$ cat src/rtl/tbpg_pkg.sv
// Shared types, codes and helpers of the tape block pulse generator.
// No dependencies.
package tbpg_pkg;
  localparam int unsigned QDEPTH = 2;

  typedef enum logic [1:0] {OP_START = 2'd0, OP_EXPIRY = 2'd1, OP_STOP = 2'd2,
                            OP_NONE = 2'd3} op_t;
  typedef enum logic [3:0] {PH_IDLE, PH_PILOT_LOW, PH_PILOT_HIGH, PH_SYNC_LOW,
                            PH_SYNC_HIGH, PH_DATA_LOW, PH_DATA_HIGH, PH_TERM,
                            PH_GAP} phase_t;
  typedef enum logic [2:0] {ST_STOPPED = 3'd0, ST_RUNNING = 3'd1, ST_FINISHED = 3'd2,
                            ST_UNDERRUN = 3'd3, ST_BADFILE = 3'd4} status_t;
  typedef enum logic [2:0] {CFG_PILOT = 3'd0, CFG_SYNC_LO = 3'd1, CFG_SYNC_HI = 3'd2,
                            CFG_LONG = 3'd3, CFG_SHORT = 3'd4} cfg_idx_t;

  localparam logic [11:0] HEADER_PILOTS = 12'd4032;
  localparam logic [11:0] DATA_PILOTS = 12'd1610;
  localparam logic [15:0] CHUNK_TICKS = 16'd60000;
  localparam logic [8:0] HEADER_CHUNKS = 9'd93;
  localparam logic [8:0] DATA_CHUNKS = 9'd266;
  localparam logic [15:0] HEADER_TAIL = 16'd20000;
  localparam logic [15:0] DATA_TAIL = 16'd40000;

  // item after classification in the front end
  typedef struct packed {
    op_t         op;
    logic [15:0] block_length;
    logic [7:0]  block_flag;
    logic        block_is_last;
    logic        block_ready;
    logic        byte_valid;
    logic [7:0]  byte_value;
    logic        source_finished;
  } item_t;

  typedef struct packed {
    logic        line_level;
    logic        interval_valid;
    logic [15:0] interval_ticks;
    logic        byte_taken;
    logic        block_taken;
    logic        need_block;
    logic        tape_activity;
    logic [2:0]  status;
    logic [15:0] progress_added;
    logic [31:0] progress_elapsed;
  } result_t;

  // ceil(ticks/256), zero forced to one; input up to 17 bits
  function automatic logic [15:0] units_of(input logic [16:0] ticks);
    logic [17:0] u;
    u = ({1'b0, ticks} + 18'd255) >> 8;
    if (u == 18'd0) return 16'd1;
    return u[15:0];
  endfunction
endpackage

$ cat src/rtl/tbpg_front.sv
// Front end: two-entry input queue and op classification.
// Depends on tbpg_pkg.
module tbpg_front (
  input  logic                clk,
  input  logic                rst_n,
  input  logic                in_push,
  output logic                in_full,
  input  logic [1:0]          in_op,
  input  logic [15:0]         in_block_length,
  input  logic [7:0]          in_block_flag,
  input  logic                in_block_is_last,
  input  logic                in_block_ready,
  input  logic                in_byte_valid,
  input  logic [7:0]          in_byte_value,
  input  logic                in_source_finished,
  output logic                q_valid,
  output tbpg_pkg::item_t     q_item,
  input  logic                q_take
);
  import tbpg_pkg::*;
  item_t  mem_r [QDEPTH];
  logic   wp_r, rp_r;
  logic [1:0] cnt_r;
  logic push_ok;
  item_t  it;

  always_comb begin
    it.op = op_t'(in_op);
    it.block_length = in_block_length;
    it.block_flag = in_block_flag;
    it.block_is_last = in_block_is_last;
    it.block_ready = in_block_ready;
    it.byte_valid = in_byte_valid;
    it.byte_value = in_byte_value;
    it.source_finished = in_source_finished;
  end

  assign in_full = (cnt_r == 2'(QDEPTH));
  assign push_ok = in_push && !in_full;
  assign q_valid = (cnt_r != 2'd0);
  assign q_item = mem_r[rp_r];

  always_ff @(posedge clk) begin
    if (push_ok) mem_r[wp_r] <= it;
    if (!rst_n) begin
      wp_r <= 1'b0; rp_r <= 1'b0; cnt_r <= 2'd0;
    end else begin
      if (push_ok) wp_r <= ~wp_r;
      if (q_take) rp_r <= ~rp_r;
      cnt_r <= cnt_r + 2'(push_ok) - 2'(q_take);
    end
  end
endmodule

$ cat src/rtl/tbpg_back.sv
// Back end: phase sequencer, progress count and result register.
// Depends on tbpg_pkg.
module tbpg_back (
  input  logic                clk,
  input  logic                rst_n,
  input  logic                q_valid,
  input  tbpg_pkg::item_t     q_item,
  output logic                q_take,
  input  logic                cfg_valid,
  output logic                cfg_ready,
  input  logic [2:0]          cfg_index,
  input  logic [15:0]         cfg_data,
  output logic                res_valid,
  output tbpg_pkg::result_t   res,
  input  logic                res_pop
);
  import tbpg_pkg::*;
  logic [15:0] pilot_r, synclo_r, synchi_r, long_r, short_r;
  phase_t  phase_r, phase_nxt;
  status_t st_r, st_nxt;
  logic [15:0] len_r, len_nxt, sent_r, sent_nxt, bht_r, bht_nxt;
  logic [15:0] tail_r, tail_nxt, gpu_r, gpu_nxt;
  logic        hdr_r, hdr_nxt, fin_r, fin_nxt, wants_r, wants_nxt;
  logic [7:0]  sb_r, sb_nxt, bsel_r, bsel_nxt;
  logic [11:0] pil_r, pil_nxt;
  logic [8:0]  chunks_r, chunks_nxt;
  logic [31:0] el_r, el_nxt;
  logic        rv_r;
  result_t     res_r, res_nxt;
  logic        iv, btk, ktk;
  logic [15:0] ticks, added;
  logic [32:0] sum;
  logic [7:0]  shifted;
  item_t       i;

  assign cfg_ready = 1'b1;
  assign q_take = q_valid && (!rv_r || res_pop);
  assign res_valid = rv_r;
  assign res = res_r;
  assign i = q_item;

  always_comb begin
    phase_nxt = phase_r; st_nxt = st_r; len_nxt = len_r; sent_nxt = sent_r;
    bht_nxt = bht_r; tail_nxt = tail_r; gpu_nxt = gpu_r; hdr_nxt = hdr_r;
    fin_nxt = fin_r; wants_nxt = wants_r; sb_nxt = sb_r; bsel_nxt = bsel_r;
    pil_nxt = pil_r; chunks_nxt = chunks_r; el_nxt = el_r;
    iv = 1'b0; btk = 1'b0; ktk = 1'b0; ticks = 16'd0; added = 16'd0;
    sum = 33'd0;
    shifted = bsel_r >> 1;
    case (i.op)
      OP_START, OP_STOP: begin
        phase_nxt = PH_IDLE; st_nxt = ST_STOPPED; len_nxt = 16'd0; sent_nxt = 16'd0;
        hdr_nxt = 1'b1; fin_nxt = 1'b1; sb_nxt = 8'd0; bsel_nxt = 8'h80;
        bht_nxt = 16'd1; pil_nxt = 12'd0; chunks_nxt = 9'd0; tail_nxt = 16'd0;
        gpu_nxt = 16'd0; el_nxt = 32'd0; wants_nxt = 1'b0;
        if (i.op == OP_START) begin
          len_nxt = i.block_length; hdr_nxt = (i.block_flag == 8'h00);
          fin_nxt = i.block_is_last; sb_nxt = i.block_flag;
          pil_nxt = (i.block_flag == 8'h00) ? HEADER_PILOTS : DATA_PILOTS;
          st_nxt = ST_RUNNING; phase_nxt = PH_PILOT_LOW; ktk = 1'b1;
          iv = 1'b1; ticks = pilot_r;
        end
      end
      OP_EXPIRY: begin
        if (st_r == ST_RUNNING) begin
          iv = 1'b1;
          unique case (phase_r)
            PH_PILOT_LOW: begin phase_nxt = PH_PILOT_HIGH; ticks = pilot_r; end
            PH_PILOT_HIGH: begin
              added = units_of({pilot_r, 1'b0});
              if (pil_r > 12'd1) begin
                pil_nxt = pil_r - 12'd1; phase_nxt = PH_PILOT_LOW; ticks = pilot_r;
              end else begin
                pil_nxt = 12'd0; phase_nxt = PH_SYNC_LOW; ticks = synclo_r;
              end
            end
            PH_SYNC_LOW: begin phase_nxt = PH_SYNC_HIGH; ticks = synchi_r; end
            PH_SYNC_HIGH: begin
              added = units_of({1'b0, synclo_r} + {1'b0, synchi_r});
              bht_nxt = ((sb_r & bsel_r) != 8'd0) ? long_r : short_r;
              phase_nxt = PH_DATA_LOW; ticks = bht_nxt;
            end
            PH_DATA_LOW: begin phase_nxt = PH_DATA_HIGH; ticks = bht_r; end
            PH_DATA_HIGH: begin
              added = units_of({1'b0, long_r} + {1'b0, short_r});
              bsel_nxt = shifted;
              phase_nxt = PH_DATA_LOW;
              if (shifted == 8'd0) begin
                sent_nxt = sent_r + 16'd1;
                if (sent_nxt >= len_r) begin
                  phase_nxt = PH_TERM; ticks = pilot_r;
                end else if (!i.byte_valid) begin
                  st_nxt = i.source_finished ? ST_BADFILE : ST_UNDERRUN;
                  phase_nxt = PH_IDLE; iv = 1'b0;
                end else begin
                  btk = 1'b1; sb_nxt = i.byte_value; bsel_nxt = 8'h80;
                end
              end
              if (phase_nxt == PH_DATA_LOW) begin
                bht_nxt = ((sb_nxt & bsel_nxt) != 8'd0) ? long_r : short_r;
                ticks = bht_nxt;
              end
            end
            PH_TERM: begin
              added = units_of({1'b0, pilot_r});
              if (fin_r) begin
                phase_nxt = PH_IDLE; st_nxt = ST_FINISHED; iv = 1'b0;
              end else begin
                // first gap piece is always a full chunk
                wants_nxt = 1'b1; phase_nxt = PH_GAP;
                chunks_nxt = (hdr_r ? HEADER_CHUNKS : DATA_CHUNKS) - 9'd1;
                tail_nxt = hdr_r ? HEADER_TAIL : DATA_TAIL;
                gpu_nxt = units_of({1'b0, CHUNK_TICKS}); ticks = CHUNK_TICKS;
              end
            end
            PH_GAP: begin
              added = gpu_r;
              if (chunks_r != 9'd0) begin
                chunks_nxt = chunks_r - 9'd1;
                gpu_nxt = units_of({1'b0, CHUNK_TICKS}); ticks = CHUNK_TICKS;
              end else if (tail_r != 16'd0) begin
                ticks = tail_r; gpu_nxt = units_of({1'b0, tail_r}); tail_nxt = 16'd0;
              end else begin
                gpu_nxt = 16'd0;
                if (!i.block_ready) begin
                  st_nxt = ST_UNDERRUN; phase_nxt = PH_IDLE; iv = 1'b0;
                end else begin
                  len_nxt = i.block_length; sent_nxt = 16'd0;
                  hdr_nxt = (i.block_flag == 8'h00); fin_nxt = i.block_is_last;
                  sb_nxt = i.block_flag; bsel_nxt = 8'h80; bht_nxt = 16'd1;
                  pil_nxt = (i.block_flag == 8'h00) ? HEADER_PILOTS : DATA_PILOTS;
                  ktk = 1'b1; wants_nxt = 1'b0;
                  phase_nxt = PH_PILOT_LOW; ticks = pilot_r;
                end
              end
            end
            default: begin st_nxt = ST_BADFILE; phase_nxt = PH_IDLE; iv = 1'b0; end
          endcase
          sum = {1'b0, el_r} + {17'd0, added};
          el_nxt = sum[32] ? 32'hFFFF_FFFF : sum[31:0];
        end
      end
      default: ;
    endcase
    if (!iv) ticks = 16'd0;
    else if (ticks == 16'd0) ticks = 16'd1;
    res_nxt.line_level = (phase_nxt == PH_PILOT_HIGH) || (phase_nxt == PH_SYNC_HIGH) ||
                         (phase_nxt == PH_DATA_HIGH);
    res_nxt.interval_valid = iv;
    res_nxt.interval_ticks = ticks;
    res_nxt.byte_taken = btk;
    res_nxt.block_taken = ktk;
    res_nxt.need_block = wants_nxt;
    res_nxt.tape_activity = (st_nxt == ST_RUNNING) && (phase_nxt != PH_GAP) &&
                            (phase_nxt != PH_IDLE);
    res_nxt.status = st_nxt;
    res_nxt.progress_added = added;
    res_nxt.progress_elapsed = el_nxt;
  end

  always_ff @(posedge clk) begin
    if (q_take) res_r <= res_nxt;
    if (!rst_n) begin
      pilot_r <= 16'd2168; synclo_r <= 16'd667; synchi_r <= 16'd735;
      long_r <= 16'd1710; short_r <= 16'd855;
      phase_r <= PH_IDLE; st_r <= ST_STOPPED; len_r <= 16'd0; sent_r <= 16'd0;
      hdr_r <= 1'b1; fin_r <= 1'b1; sb_r <= 8'd0; bsel_r <= 8'h80; bht_r <= 16'd1;
      pil_r <= 12'd0; chunks_r <= 9'd0; tail_r <= 16'd0; gpu_r <= 16'd0;
      el_r <= 32'd0; wants_r <= 1'b0; rv_r <= 1'b0;
    end else begin
      if (cfg_valid) begin
        case (cfg_index)
          CFG_PILOT:   pilot_r <= cfg_data;
          CFG_SYNC_LO: synclo_r <= cfg_data;
          CFG_SYNC_HI: synchi_r <= cfg_data;
          CFG_LONG:    long_r <= cfg_data;
          CFG_SHORT:   short_r <= cfg_data;
          default: ;
        endcase
      end
      if (q_take) begin
        phase_r <= phase_nxt; st_r <= st_nxt; len_r <= len_nxt; sent_r <= sent_nxt;
        hdr_r <= hdr_nxt; fin_r <= fin_nxt; sb_r <= sb_nxt; bsel_r <= bsel_nxt;
        bht_r <= bht_nxt; pil_r <= pil_nxt; chunks_r <= chunks_nxt;
        tail_r <= tail_nxt; gpu_r <= gpu_nxt; el_r <= el_nxt; wants_r <= wants_nxt;
      end
      if (q_take) rv_r <= 1'b1;
      else if (res_pop) rv_r <= 1'b0;
    end
  end
endmodule

$ cat src/rtl/tape_block_pulse_generator.sv
// Top level of the tape block pulse generator.
// Depends on tbpg_pkg, tbpg_front and tbpg_back.
//
// Input channel: push an item (start, timer expiry or stop with the offered
// block and byte fields) while full is low. Each item yields one result word
// on the out_ ports, shown while empty is low and removed by pop.
// A two-entry queue in the front end holds items; the back end runs the
// phase sequencer and updates one phase per item.
// An accepted item is written to a queue entry and then, once the result
// register is free or being popped, into the result register on the out_ ports.
// Throughput: one item per cycle while the receiver keeps popping; the
// result register is refilled in the cycle it is popped.
// When the receiver stalls the result holds, the queue fills and full rises.
// Configuration: cfg_valid with cfg_index (0 pilot, 1 sync low, 2 sync high,
// 3 long, 4 short) and cfg_data; cfg_ready is always high.
// Reset (synchronous, rst_n low) empties the queue, stops the tape, and
// returns the timing registers to their defaults.
module tape_block_pulse_generator (
  input  logic        clk,
  input  logic        rst_n,
  input  logic        in_push,
  output logic        in_full,
  input  logic [1:0]  in_op,
  input  logic [15:0] in_block_length,
  input  logic [7:0]  in_block_flag,
  input  logic        in_block_is_last,
  input  logic        in_block_ready,
  input  logic        in_byte_valid,
  input  logic [7:0]  in_byte_value,
  input  logic        in_source_finished,
  output logic        out_empty,
  input  logic        out_pop,
  output logic        out_line_level,
  output logic        out_interval_valid,
  output logic [15:0] out_interval_ticks,
  output logic        out_byte_taken,
  output logic        out_block_taken,
  output logic        out_need_block,
  output logic        out_tape_activity,
  output logic [2:0]  out_status,
  output logic [15:0] out_progress_added,
  output logic [31:0] out_progress_elapsed,
  input  logic        cfg_valid,
  output logic        cfg_ready,
  input  logic [2:0]  cfg_index,
  input  logic [15:0] cfg_data
);
  import tbpg_pkg::*;
  logic    q_valid, q_take, res_valid;
  item_t   q_item;
  result_t res;

  tbpg_front u_front (
    .clk, .rst_n, .in_push, .in_full, .in_op, .in_block_length, .in_block_flag,
    .in_block_is_last, .in_block_ready, .in_byte_valid, .in_byte_value,
    .in_source_finished, .q_valid, .q_item, .q_take
  );

  tbpg_back u_back (
    .clk, .rst_n, .q_valid, .q_item, .q_take, .cfg_valid, .cfg_ready, .cfg_index,
    .cfg_data, .res_valid, .res, .res_pop(out_pop)
  );

  assign out_empty = !res_valid;
  assign out_line_level = res.line_level;
  assign out_interval_valid = res.interval_valid;
  assign out_interval_ticks = res.interval_ticks;
  assign out_byte_taken = res.byte_taken;
  assign out_block_taken = res.block_taken;
  assign out_need_block = res.need_block;
  assign out_tape_activity = res.tape_activity;
  assign out_status = res.status;
  assign out_progress_added = res.progress_added;
  assign out_progress_elapsed = res.progress_elapsed;
endmodule

$ cat config.mk
export PLATFORM = sky130hd
export DESIGN_NAME = tape_block_pulse_generator
export DESIGN_NICKNAME = d
export VERILOG_FILES = /design/src/rtl/tbpg_pkg.sv /design/src/rtl/tbpg_front.sv /design/src/rtl/tbpg_back.sv /design/src/rtl/tape_block_pulse_generator.sv
export SDC_FILE = /design/constraint.sdc
export NUM_CORES = 1
export LEC_CHECK = 0
export ABC_CLOCK_PERIOD_IN_PS = 17280
export BUFFER_PORTS_ARGS = -buffer_cell sky130_fd_sc_hd__buf_2
export CELL_PAD_IN_SITES_DETAIL_PLACEMENT = 1
export CELL_PAD_IN_SITES_GLOBAL_PLACEMENT = 1
export CORE_MARGIN = 2
export CORE_UTILIZATION = 41
export DETAILED_ROUTE_END_ITERATION = 7
export HOLD_SLACK_MARGIN = 0.06
export PLACE_DENSITY_LB_ADDON = 0.1
export REMOVE_ABC_BUFFERS = 1
export SYNTH_ARGS = -nofsm -noshare
export SYNTH_HDL_FRONTEND = slang
export SYNTH_SLANG_ARGS = --single-unit
$ cat constraint.sdc
create_clock -name clk -period 17.28 [get_ports clk]
set_input_delay 3.456 -clock clk [delete_from_list [all_inputs] [get_ports clk]]
set_output_delay 3.456 -clock clk [all_outputs]
set_load 0.05 [all_outputs]
==> results of run 1 <==
## per-layer routing
metal / part of all wire / wire (um) / track usage
met4: 0.032 / 2366 / 0.1025
met5: 0 / 0 / 0
met1: 0.45 / 33080 / 0.3818
met3: 0.052 / 3761 / 0.03704
met2: 0.46 / 33790 / 0.4596
## logic make-up (layout without fill, tap and decap cells)
family	Yosys count	in the layout	synth area share
AOI/OAI and AO/OA	728	728	0.2309
xor gates and xnor gates	58	58	0.02491
adders and majority gates	91	91	0.05620
buffers and inverters	257	356	0.04890
DFF	366	366	0.4295
muxes	68	68	0.03387
other	2	7	0.0003683
and+or+nand+nor	785	785	0.1753
## cell type report
| class | instances | area, um^2 |
|---|---|---|
| clock buffers | 59 | 1135 |
| clock inverters | 17 | 161.4 |
| fillers | 5833 | 26090 |
| inverters | 115 | 436.7 |
| multi-input cells | 1737 | 10730 |
| flip-flops and latches | 366 | 8760 |
| well taps | 664 | 830.8 |
| repair buffers | 165 | 913.4 |
## worst max-delay path, delay by kind of cell, from the launching register on
| family | cells | cell delay, ps |
|---|---|---|
| AND/OR/NAND/NOR | 11 | 3730 |
| adder cells (fa/ha/maj) | 1 | 330 |
| XOR/XNOR | 1 | 180 |
| flip-flops | 1 | 410 |
| buffers and inverters | 1 | 240 |
| AO/OA/AOI/OAI | 5 | 2270 |
## layout by cell type (no fill, tap or decap), types with 11 or more instances in the layout
cell type,n
sky130_fd_sc_hd__a211oi_1,24
sky130_fd_sc_hd__a21o_1,24
sky130_fd_sc_hd__a21oi_1,233
sky130_fd_sc_hd__a221oi_1,12
sky130_fd_sc_hd__a22o_1,22
sky130_fd_sc_hd__a22oi_1,42
sky130_fd_sc_hd__a311oi_1,15
sky130_fd_sc_hd__a31oi_1,27
sky130_fd_sc_hd__and2_1,23
sky130_fd_sc_hd__and3_1,20
sky130_fd_sc_hd__buf_2,130
sky130_fd_sc_hd__buf_4,35
sky130_fd_sc_hd__clkbuf_1,15
sky130_fd_sc_hd__clkbuf_16,42
sky130_fd_sc_hd__dfxtp_1,222
sky130_fd_sc_hd__edfxtp_1,143
sky130_fd_sc_hd__ha_1,90
sky130_fd_sc_hd__inv_1,111
sky130_fd_sc_hd__mux2i_1,58
sky130_fd_sc_hd__nand2_1,313
sky130_fd_sc_hd__nand3_1,72
sky130_fd_sc_hd__nand4_1,11
sky130_fd_sc_hd__nor2_1,193
sky130_fd_sc_hd__nor3_1,60
sky130_fd_sc_hd__nor4_1,21
sky130_fd_sc_hd__o211ai_1,38
sky130_fd_sc_hd__o21ai_0,130
sky130_fd_sc_hd__o21ai_1,12
sky130_fd_sc_hd__o21bai_1,12
sky130_fd_sc_hd__o221ai_1,13
sky130_fd_sc_hd__o22ai_1,13
sky130_fd_sc_hd__o31ai_1,14
sky130_fd_sc_hd__xnor2_1,34
sky130_fd_sc_hd__xor2_1,24
## power by group through the flow
stage	combinational [mW]	sequential (mW)	clock, mW
after floorplan	0.649	1.37	0
after global placement	1.28	1.18	0
after detailed placement	1.31	1.18	0
after CTS	1.31	1.17	0.879
after global routing	1.42	1.18	0.908
final	1.31	1.17	0.862
## path summary, 6_finish.rpt
| check | startpoint | end | slack, ps |
|---|---|---|---|
| setup / recovery | u_back.sent_r[2] | u_back.res[55] | 9880 |
| hold / removal | u_back.bht_r[5] | u_back.bht_r[5] | 450 |
| setup reg to reg | u_back.sent_r[2] | u_back.res[55] | 9880 |
| hold reg to reg | u_back.bht_r[5] | u_back.bht_r[5] | 450 |
## cell usage after synthesis (7+ instances only)
cell type	count
sky130_fd_sc_hd__a211oi_1	25
sky130_fd_sc_hd__a21o_1	24
sky130_fd_sc_hd__a21oi_1	234
sky130_fd_sc_hd__a221oi_1	12
sky130_fd_sc_hd__a22o_1	22
sky130_fd_sc_hd__a22oi_1	42
sky130_fd_sc_hd__a2bb2oi_1	10
sky130_fd_sc_hd__a311oi_1	15
sky130_fd_sc_hd__a31oi_1	27
sky130_fd_sc_hd__and2_1	23
sky130_fd_sc_hd__and3_1	21
sky130_fd_sc_hd__buf_4	7
sky130_fd_sc_hd__clkbuf_1	124
sky130_fd_sc_hd__dfxtp_1	223
sky130_fd_sc_hd__edfxtp_1	143
sky130_fd_sc_hd__ha_1	90
sky130_fd_sc_hd__inv_1	113
sky130_fd_sc_hd__mux2_2	7
sky130_fd_sc_hd__mux2i_1	60
sky130_fd_sc_hd__nand2_1	313
sky130_fd_sc_hd__nand2b_1	9
sky130_fd_sc_hd__nand3_1	72
sky130_fd_sc_hd__nand4_1	11
sky130_fd_sc_hd__nor2_1	195
sky130_fd_sc_hd__nor3_1	60
sky130_fd_sc_hd__nor4_1	22
sky130_fd_sc_hd__o211ai_1	38
sky130_fd_sc_hd__o21ai_0	131
sky130_fd_sc_hd__o21ai_1	12
sky130_fd_sc_hd__o21bai_1	12
sky130_fd_sc_hd__o221ai_1	13
sky130_fd_sc_hd__o22ai_1	14
sky130_fd_sc_hd__o31a_1	7
sky130_fd_sc_hd__o31ai_1	15
sky130_fd_sc_hd__or2_2	10
sky130_fd_sc_hd__or3_1	10
sky130_fd_sc_hd__xnor2_1	34
sky130_fd_sc_hd__xor2_1	24
## state kept, by name, summed over array words and instances, names as in the netlist, 8 cells and up, named ones only
signal,count
u_back.synclo_r,16
u_back.res,67
u_back.pil_r,12
u_back.bht_r,16
u_back.short_r,16
u_back.chunks_r,9
u_back.pilot_r,16
u_back.sb_r,8
u_back.el_r,32
u_back.bsel_r,8
u_back.long_r,16
u_front.mem_r,76
u_back.synchi_r,16
u_back.sent_r,16
u_back.len_r,16
## per-stage QoR
stage	cell area, um^2	cells	utilization
2_1_floorplan	19850	2218	-
3_3_place_gp	21670	3047	0.4417
3_5_place_dp	21670	3047	0.4417
4_1_cts	22960	3123	0.4681
5_1_grt	22960	3123	0.4681
6_report	22960	3123	0.4681
==> out/metrics.yaml, run 1 <==
status:
  outcome: "finished clean"
yosys:
  share_of_synthesized_registers_carrying_an_async_set_or_reset: 0
  dominantRegCellSynth: "sky130_fd_sc_hd__dfxtp_1"
  avgSynthCellArea_um2: 8.660
  synth_area_leaders: "sky130_fd_sc_hd__dfxtp_1 (22%), sky130_fd_sc_hd__edfxtp_1 (21%), sky130_fd_sc_hd__nand2_1 (5.8%)"
  syn-cell-area_um2: 20390
  seq_area_frac_synth: 0.4295
  post_synth_inst_count: 2355
  netlist.top_cell.by_area: "sky130_fd_sc_hd__dfxtp_1"
  ys.warnings.count: 0
  synth_enable_flop_cells: 143
  synthDistinctLibCells: 86
  synth_top_area_share: 0.2189
  ys_ff_latch: 366
timing:
  clock_skew_ps: 17.69
  fin_tns_setup_ps: 0
  post-route-worst-setup-slack_ps: 9883
  max_freq_mhz: 135.2
  hold_viol: 0
  tightestPinTransition_ps: 1269
  final_min_period_over_clock_period: 0.4280
  fin_worst_hold_slack_ps: 452.1
  setup_viol: 0
  finalWorstPathRequiredPeriod_ps: 7397
  unrepaired_setup_endpoints_after_global_routing: "no"
  max-slew-margin-rel: 0.1543
  slew_viol_final: 0
clocking:
  cts_sinks: 366
  clockBufferDepth: 3
  cts_resized: 0
  post_cts_buffers: 0
  number_of_h_tree_levels: 2
  cts_tree: "yes"
  cts_hold_buf: 0
  clock_buffers_created_by_tritoncts: 42
  clk_pin_slew_ps: 60
  clock_root_buffer_master: "sky130_fd_sc_hd__clkbuf_16"
  clock_latency_of_the_later_clocked_register_in_the_worst_skew_pair_ps: 600
final_layout:
  final_layout_size_suffix_gt1_frac: 0.1118
  syn2layout_area_growth_pct: 12.60
  nNetsFinal: 2580
  antenna-diode-count: 0
power:
  net-switching-power_mw: 1.447
  power_switching_share: 0.4328
  power_report.internal_total_mw: 1.896
  ratio_of_total_power_to_cell_area_nw_per_um2: 145.6
  ir_drop_mv: 0.08917
  power.static_leakage_nw: 8.835
  p_comb_frac: 0.393
  p_clk_frac: 0.258
  seqPwrFrac: 0.349
  power_mw: 3.343
global_route:
  global_route.usage.total: 0.2815
  vias_in_the_first_global_route: 19067
  grt_overflow: 0
  pin_count_of_the_biggest_net_entering_global_routing: 78
  first_pass_grt_wire_length_mm: 112.2
  antenna_violations_before_repair: 0
route:
  drt.antenna.violating_nets: 0
  drt-vias-per-instance: 6.064
  detailedRoute.firstPassIterationCount: 5
  num_vias: 18939
  avgRoutedWirePerCell_um: 23.37
  route.detailed.drc: 0
  detail_route.iter0.violations: 1251
  routed_wl_mm: 73.00
worst_hold_path:
  hold_class: "reg2reg"
  hold-path-cell-count: 2
floorplan:
  floorplan.die_area_um2: 51540
  top_level_ports: 138
  floorplan.die.height_um: 227.0
  initial_standard_cell_utilization_of_the_core: 0.4157
  fp.coreArea_um2: 49050
  row_count: 81
  die-width_um: 227.0
worst_setup_path:
  critical_path_peak_fanout: 20
  endpoint_kind: "flip-flop"
  worstPathCellList: "and3_1 > nand3_1 > nor4_1 > and3_1 > and3_1 > nand3_1 > xnor2_1 > ha_1 > nand4_1 > nor4_4 > a211oi_2 > buf_4 > o21ai_1 > nand3_1 > a311o_1 > a2111o_1 > or4_1 > or4_1 > o41ai_2"
  critical_path_class: "reg2reg"
  crit_slowest_cell: "sky130_fd_sc_hd__o21ai_1"
  worst_path_largest_cell_delay_ps: 890
  worst-endpoint-required_ps: 17660
  worst_setup_path_start_kind: "flip-flop"
  worst-r2r-cell-count: 19
  worst-endpoint-arrival_ps: 7780
placement:
  dpl.hpwl_mm: 51.66
  port_buffers: 130
  place_congestion: 0.9361
  dp_slack_ps: 9928
job:
  max_cap_viol_count: 0
No activity file was read; power rests on OpenSTA's default activity.
==> inputs of run 2 (changes only) <==
ABC_CLOCK_PERIOD_IN_PS = 6510   (was 17280)
clock period = 6.51 ns   (was 17.28 ns; I/O delays follow)
==> run 2 against run 1 <==
Clock-buffer cell count is 3 higher. Non-clock buffer count is 33 higher. Power grew to 2.7 times the previous value. First-iteration DRC count up 17%. Global-route usage increased by 0.11 points. Final cell count grew 1.1%. Worst hold slack better by 4.4 ps. Wire length increased by 0.47%. Clock power increased to 2.9 times the previous value. Register-to-register slack worse by 9500 ps. Flip-flop and latch count unchanged. Via count rose by 0.41%. Critical path type unchanged. Largest power group unchanged.
==> out/metrics.yaml, run 2 (same netlist as run 1, synthesis figures left out) <==
status:
  outcome: "finished clean"
route:
  drt.antenna.violating_nets: 0
  route.detailed.drc: 0
  num_vias: 19016
  avgRoutedWirePerCell_um: 23.22
  routed_wl_mm: 73.34
  detail_route.iter0.violations: 1465
  drt-vias-per-instance: 6.022
  detailedRoute.firstPassIterationCount: 6
timing:
  finalWorstPathRequiredPeriod_ps: 6157
  clock_skew_ps: 11.70
  max_freq_mhz: 162.4
  setup_viol: 0
  tightestPinTransition_ps: 1188
  slew_viol_final: 0
  post-route-worst-setup-slack_ps: 353.3
  final_min_period_over_clock_period: 0.9457
  unrepaired_setup_endpoints_after_global_routing: "yes"
  max-slew-margin-rel: 0.2053
  hold_viol: 0
power:
  seqPwrFrac: 0.340
  p_clk_frac: 0.275
  ir_drop_mv: 0.2253
  power_report.internal_total_mw: 5.257
  power_switching_share: 0.4205
  p_comb_frac: 0.385
  net-switching-power_mw: 3.815
  power.static_leakage_nw: 9.052
  ratio_of_total_power_to_cell_area_nw_per_um2: 388.2
floorplan:
  row_count: 81
  initial_standard_cell_utilization_of_the_core: 0.4157
  floorplan.die_area_um2: 51540
  top_level_ports: 138
  floorplan.die.height_um: 227.0
  die-width_um: 227.0
  fp.coreArea_um2: 49050
worst_setup_path:
  worst-endpoint-required_ps: 6910
  setup.reg_to_reg.worst_slack_ps: 350
  critical_path_peak_fanout: 12
  worst_setup_path_start_kind: "flip-flop"
  endpoint_kind: "flip-flop"
  worst-endpoint-arrival_ps: 6560
  cp_top_family: "simple AND/OR/NAND/NOR gates"
  worstPathBufferInverterCount: 1
  crit_slowest_cell: "sky130_fd_sc_hd__or4_1"
  path_common_cell: "sky130_fd_sc_hd__nand3_1"
  worstPathCellList: "ha_1 > and2_1 > and4_1 > nand3_1 > nor2_1 > nand3_1 > xnor2_1 > ha_1 > nand4_1 > o21ai_1 > a211oi_2 > o22ai_1 > buf_4 > nand3_1 > a311o_1 > a2111o_1 > or4_1 > or4_1 > o41ai_2"
  worst_path_largest_cell_delay_ps: 490
  critical_path_class: "reg2reg"
clocking:
  cts_sinks: 366
  clockBufferDepth: 3
  clock_latency_of_the_later_clocked_register_in_the_worst_skew_pair_ps: 600
  cts_hold_buf: 0
  clk_pin_slew_ps: 60
  clock_buffers_created_by_tritoncts: 42
  number_of_h_tree_levels: 2
  clock_root_buffer_master: "sky130_fd_sc_hd__clkbuf_16"
  cts_tree: "yes"
  post_cts_buffers: 0
placement:
  dp.cells: 3080
  place_congestion: 0.9264
  port_buffers: 130
  dp_slack_ps: 321.1
  dpl.hpwl_mm: 52.45
global_route:
  vias_in_the_first_global_route: 19279
  antenna_violations_before_repair: 0
  grt_overflow: 0
  first_pass_grt_wire_length_mm: 112.8
  pin_count_of_the_biggest_net_entering_global_routing: 79
  global_route.usage.total: 0.2826
final_layout:
  nNetsFinal: 2613
  fillers: 5808
  antenna-diode-count: 0
  final_common_cell: "sky130_fd_sc_hd__nand2_1"
  syn2layout_area_growth_pct: 14.60
  flip_flop_count_of_the_largest_register_after_layout: 76
  final_layout_size_suffix_gt1_frac: 0.1247
  final-seq-area_um2: 8760
  final_cell_count_no_fill: 3158
  largest_register: "u_front.mem_r"
  mostFrequentLayoutCells: "sky130_fd_sc_hd__nand2_1 (313), sky130_fd_sc_hd__a21oi_1 (233), sky130_fd_sc_hd__dfxtp_1 (222)"
  multiInputGateArea_um2: 10740
job:
  max_cap_viol_count: 0
worst_hold_path:
  hold_class: "reg2reg"
## run 2: cell types whose count changed in the layout (fill, tap and decap cells not counted), sizes merged
cell,delta
buf,+33
bufinv,+4
clkbuf,+3
clkinv,-5
clkinvlp,+1
inv,-1
## run 2: cell type report
cell class,instances,share of cell area
Multi-Input combinational cell,1737,0.4597
Sequential cell,366,0.3748
Clock buffer,62,0.05081
Timing Repair Buffer,198,0.04968
Tap cell,664,0.03555
Inverter,115,0.01868
Clock inverter,16,0.01081
## run 2: worst paths after layout
path,start,end,cells after the start
worst max register to register,u_back.sent_r[0],u_back.res[55],19
worst min-delay path,u_back.bht_r[5],u_back.bht_r[5],2
worst min register to register,u_back.bht_r[5],u_back.bht_r[5],2
worst max-delay path,u_back.sent_r[0],u_back.res[55],19
## run 2: worst register-to-register path, stage by stage (launching register included)
cell	delay [ps]
sky130_fd_sc_hd__dfxtp_1	440
sky130_fd_sc_hd__ha_1	290
sky130_fd_sc_hd__and2_1	220
sky130_fd_sc_hd__and4_1	260
sky130_fd_sc_hd__nand3_1	190
sky130_fd_sc_hd__nor2_1	300
sky130_fd_sc_hd__nand3_1	140
sky130_fd_sc_hd__xnor2_1	170
sky130_fd_sc_hd__ha_1	310
sky130_fd_sc_hd__nand4_1	200
sky130_fd_sc_hd__o21ai_1	480
sky130_fd_sc_hd__a211oi_2	150
sky130_fd_sc_hd__o22ai_1	210
sky130_fd_sc_hd__buf_4	240
sky130_fd_sc_hd__nand3_1	280
sky130_fd_sc_hd__a311o_1	470
sky130_fd_sc_hd__a2111o_1	370
sky130_fd_sc_hd__or4_1	400
sky130_fd_sc_hd__or4_1	490
sky130_fd_sc_hd__o41ai_2	350
## run 2: repair_timing
action	CTS	global route
hold endpoints to repair	0	0
setup endpoints to repair	0	32
resized for setup	0	9
## run 2: power by group through the flow
stage	clock (mW)	sequential [mW]	combinational, mW
after floorplan	0	3.64	1.72
after global placement	0	3.11	3.41
after detailed placement	0	3.13	3.47
after CTS	2.53	3.08	3.49
after global routing	2.61	3.12	3.77
final	2.49	3.08	3.50
## run 2: metal layers
metal,share of wire,wire (um),vias to the layer above,global-route usage
li1,-,-,8830,-
met1,0.44,32610,9471,0.3771
met2,0.47,34190,579,0.4715
met3,0.059,4351,136,0.04091
met4,0.030,2176,0,0.09150
met5,0,0,-,0
## run 2: metrics by stage
stage / area (um^2) / total power, mW / hold slack, ps / TNS [ps] / util
detailed placement: 21900 / 6.595 / 448.1 / 0 / 0.4465
global placement: 21900 / 6.521 / 441.1 / 0 / 0.4465
CTS: 23340 / 9.103 / 456.3 / 0 / 0.4758
global route: 23370 / 9.511 / 487.7 / -99.01 / 0.4765
finish: 23370 / 9.072 / 456.5 / 0 / 0.4765
floorplan: 19850 / 5.359 / 431.3 / 0 / -
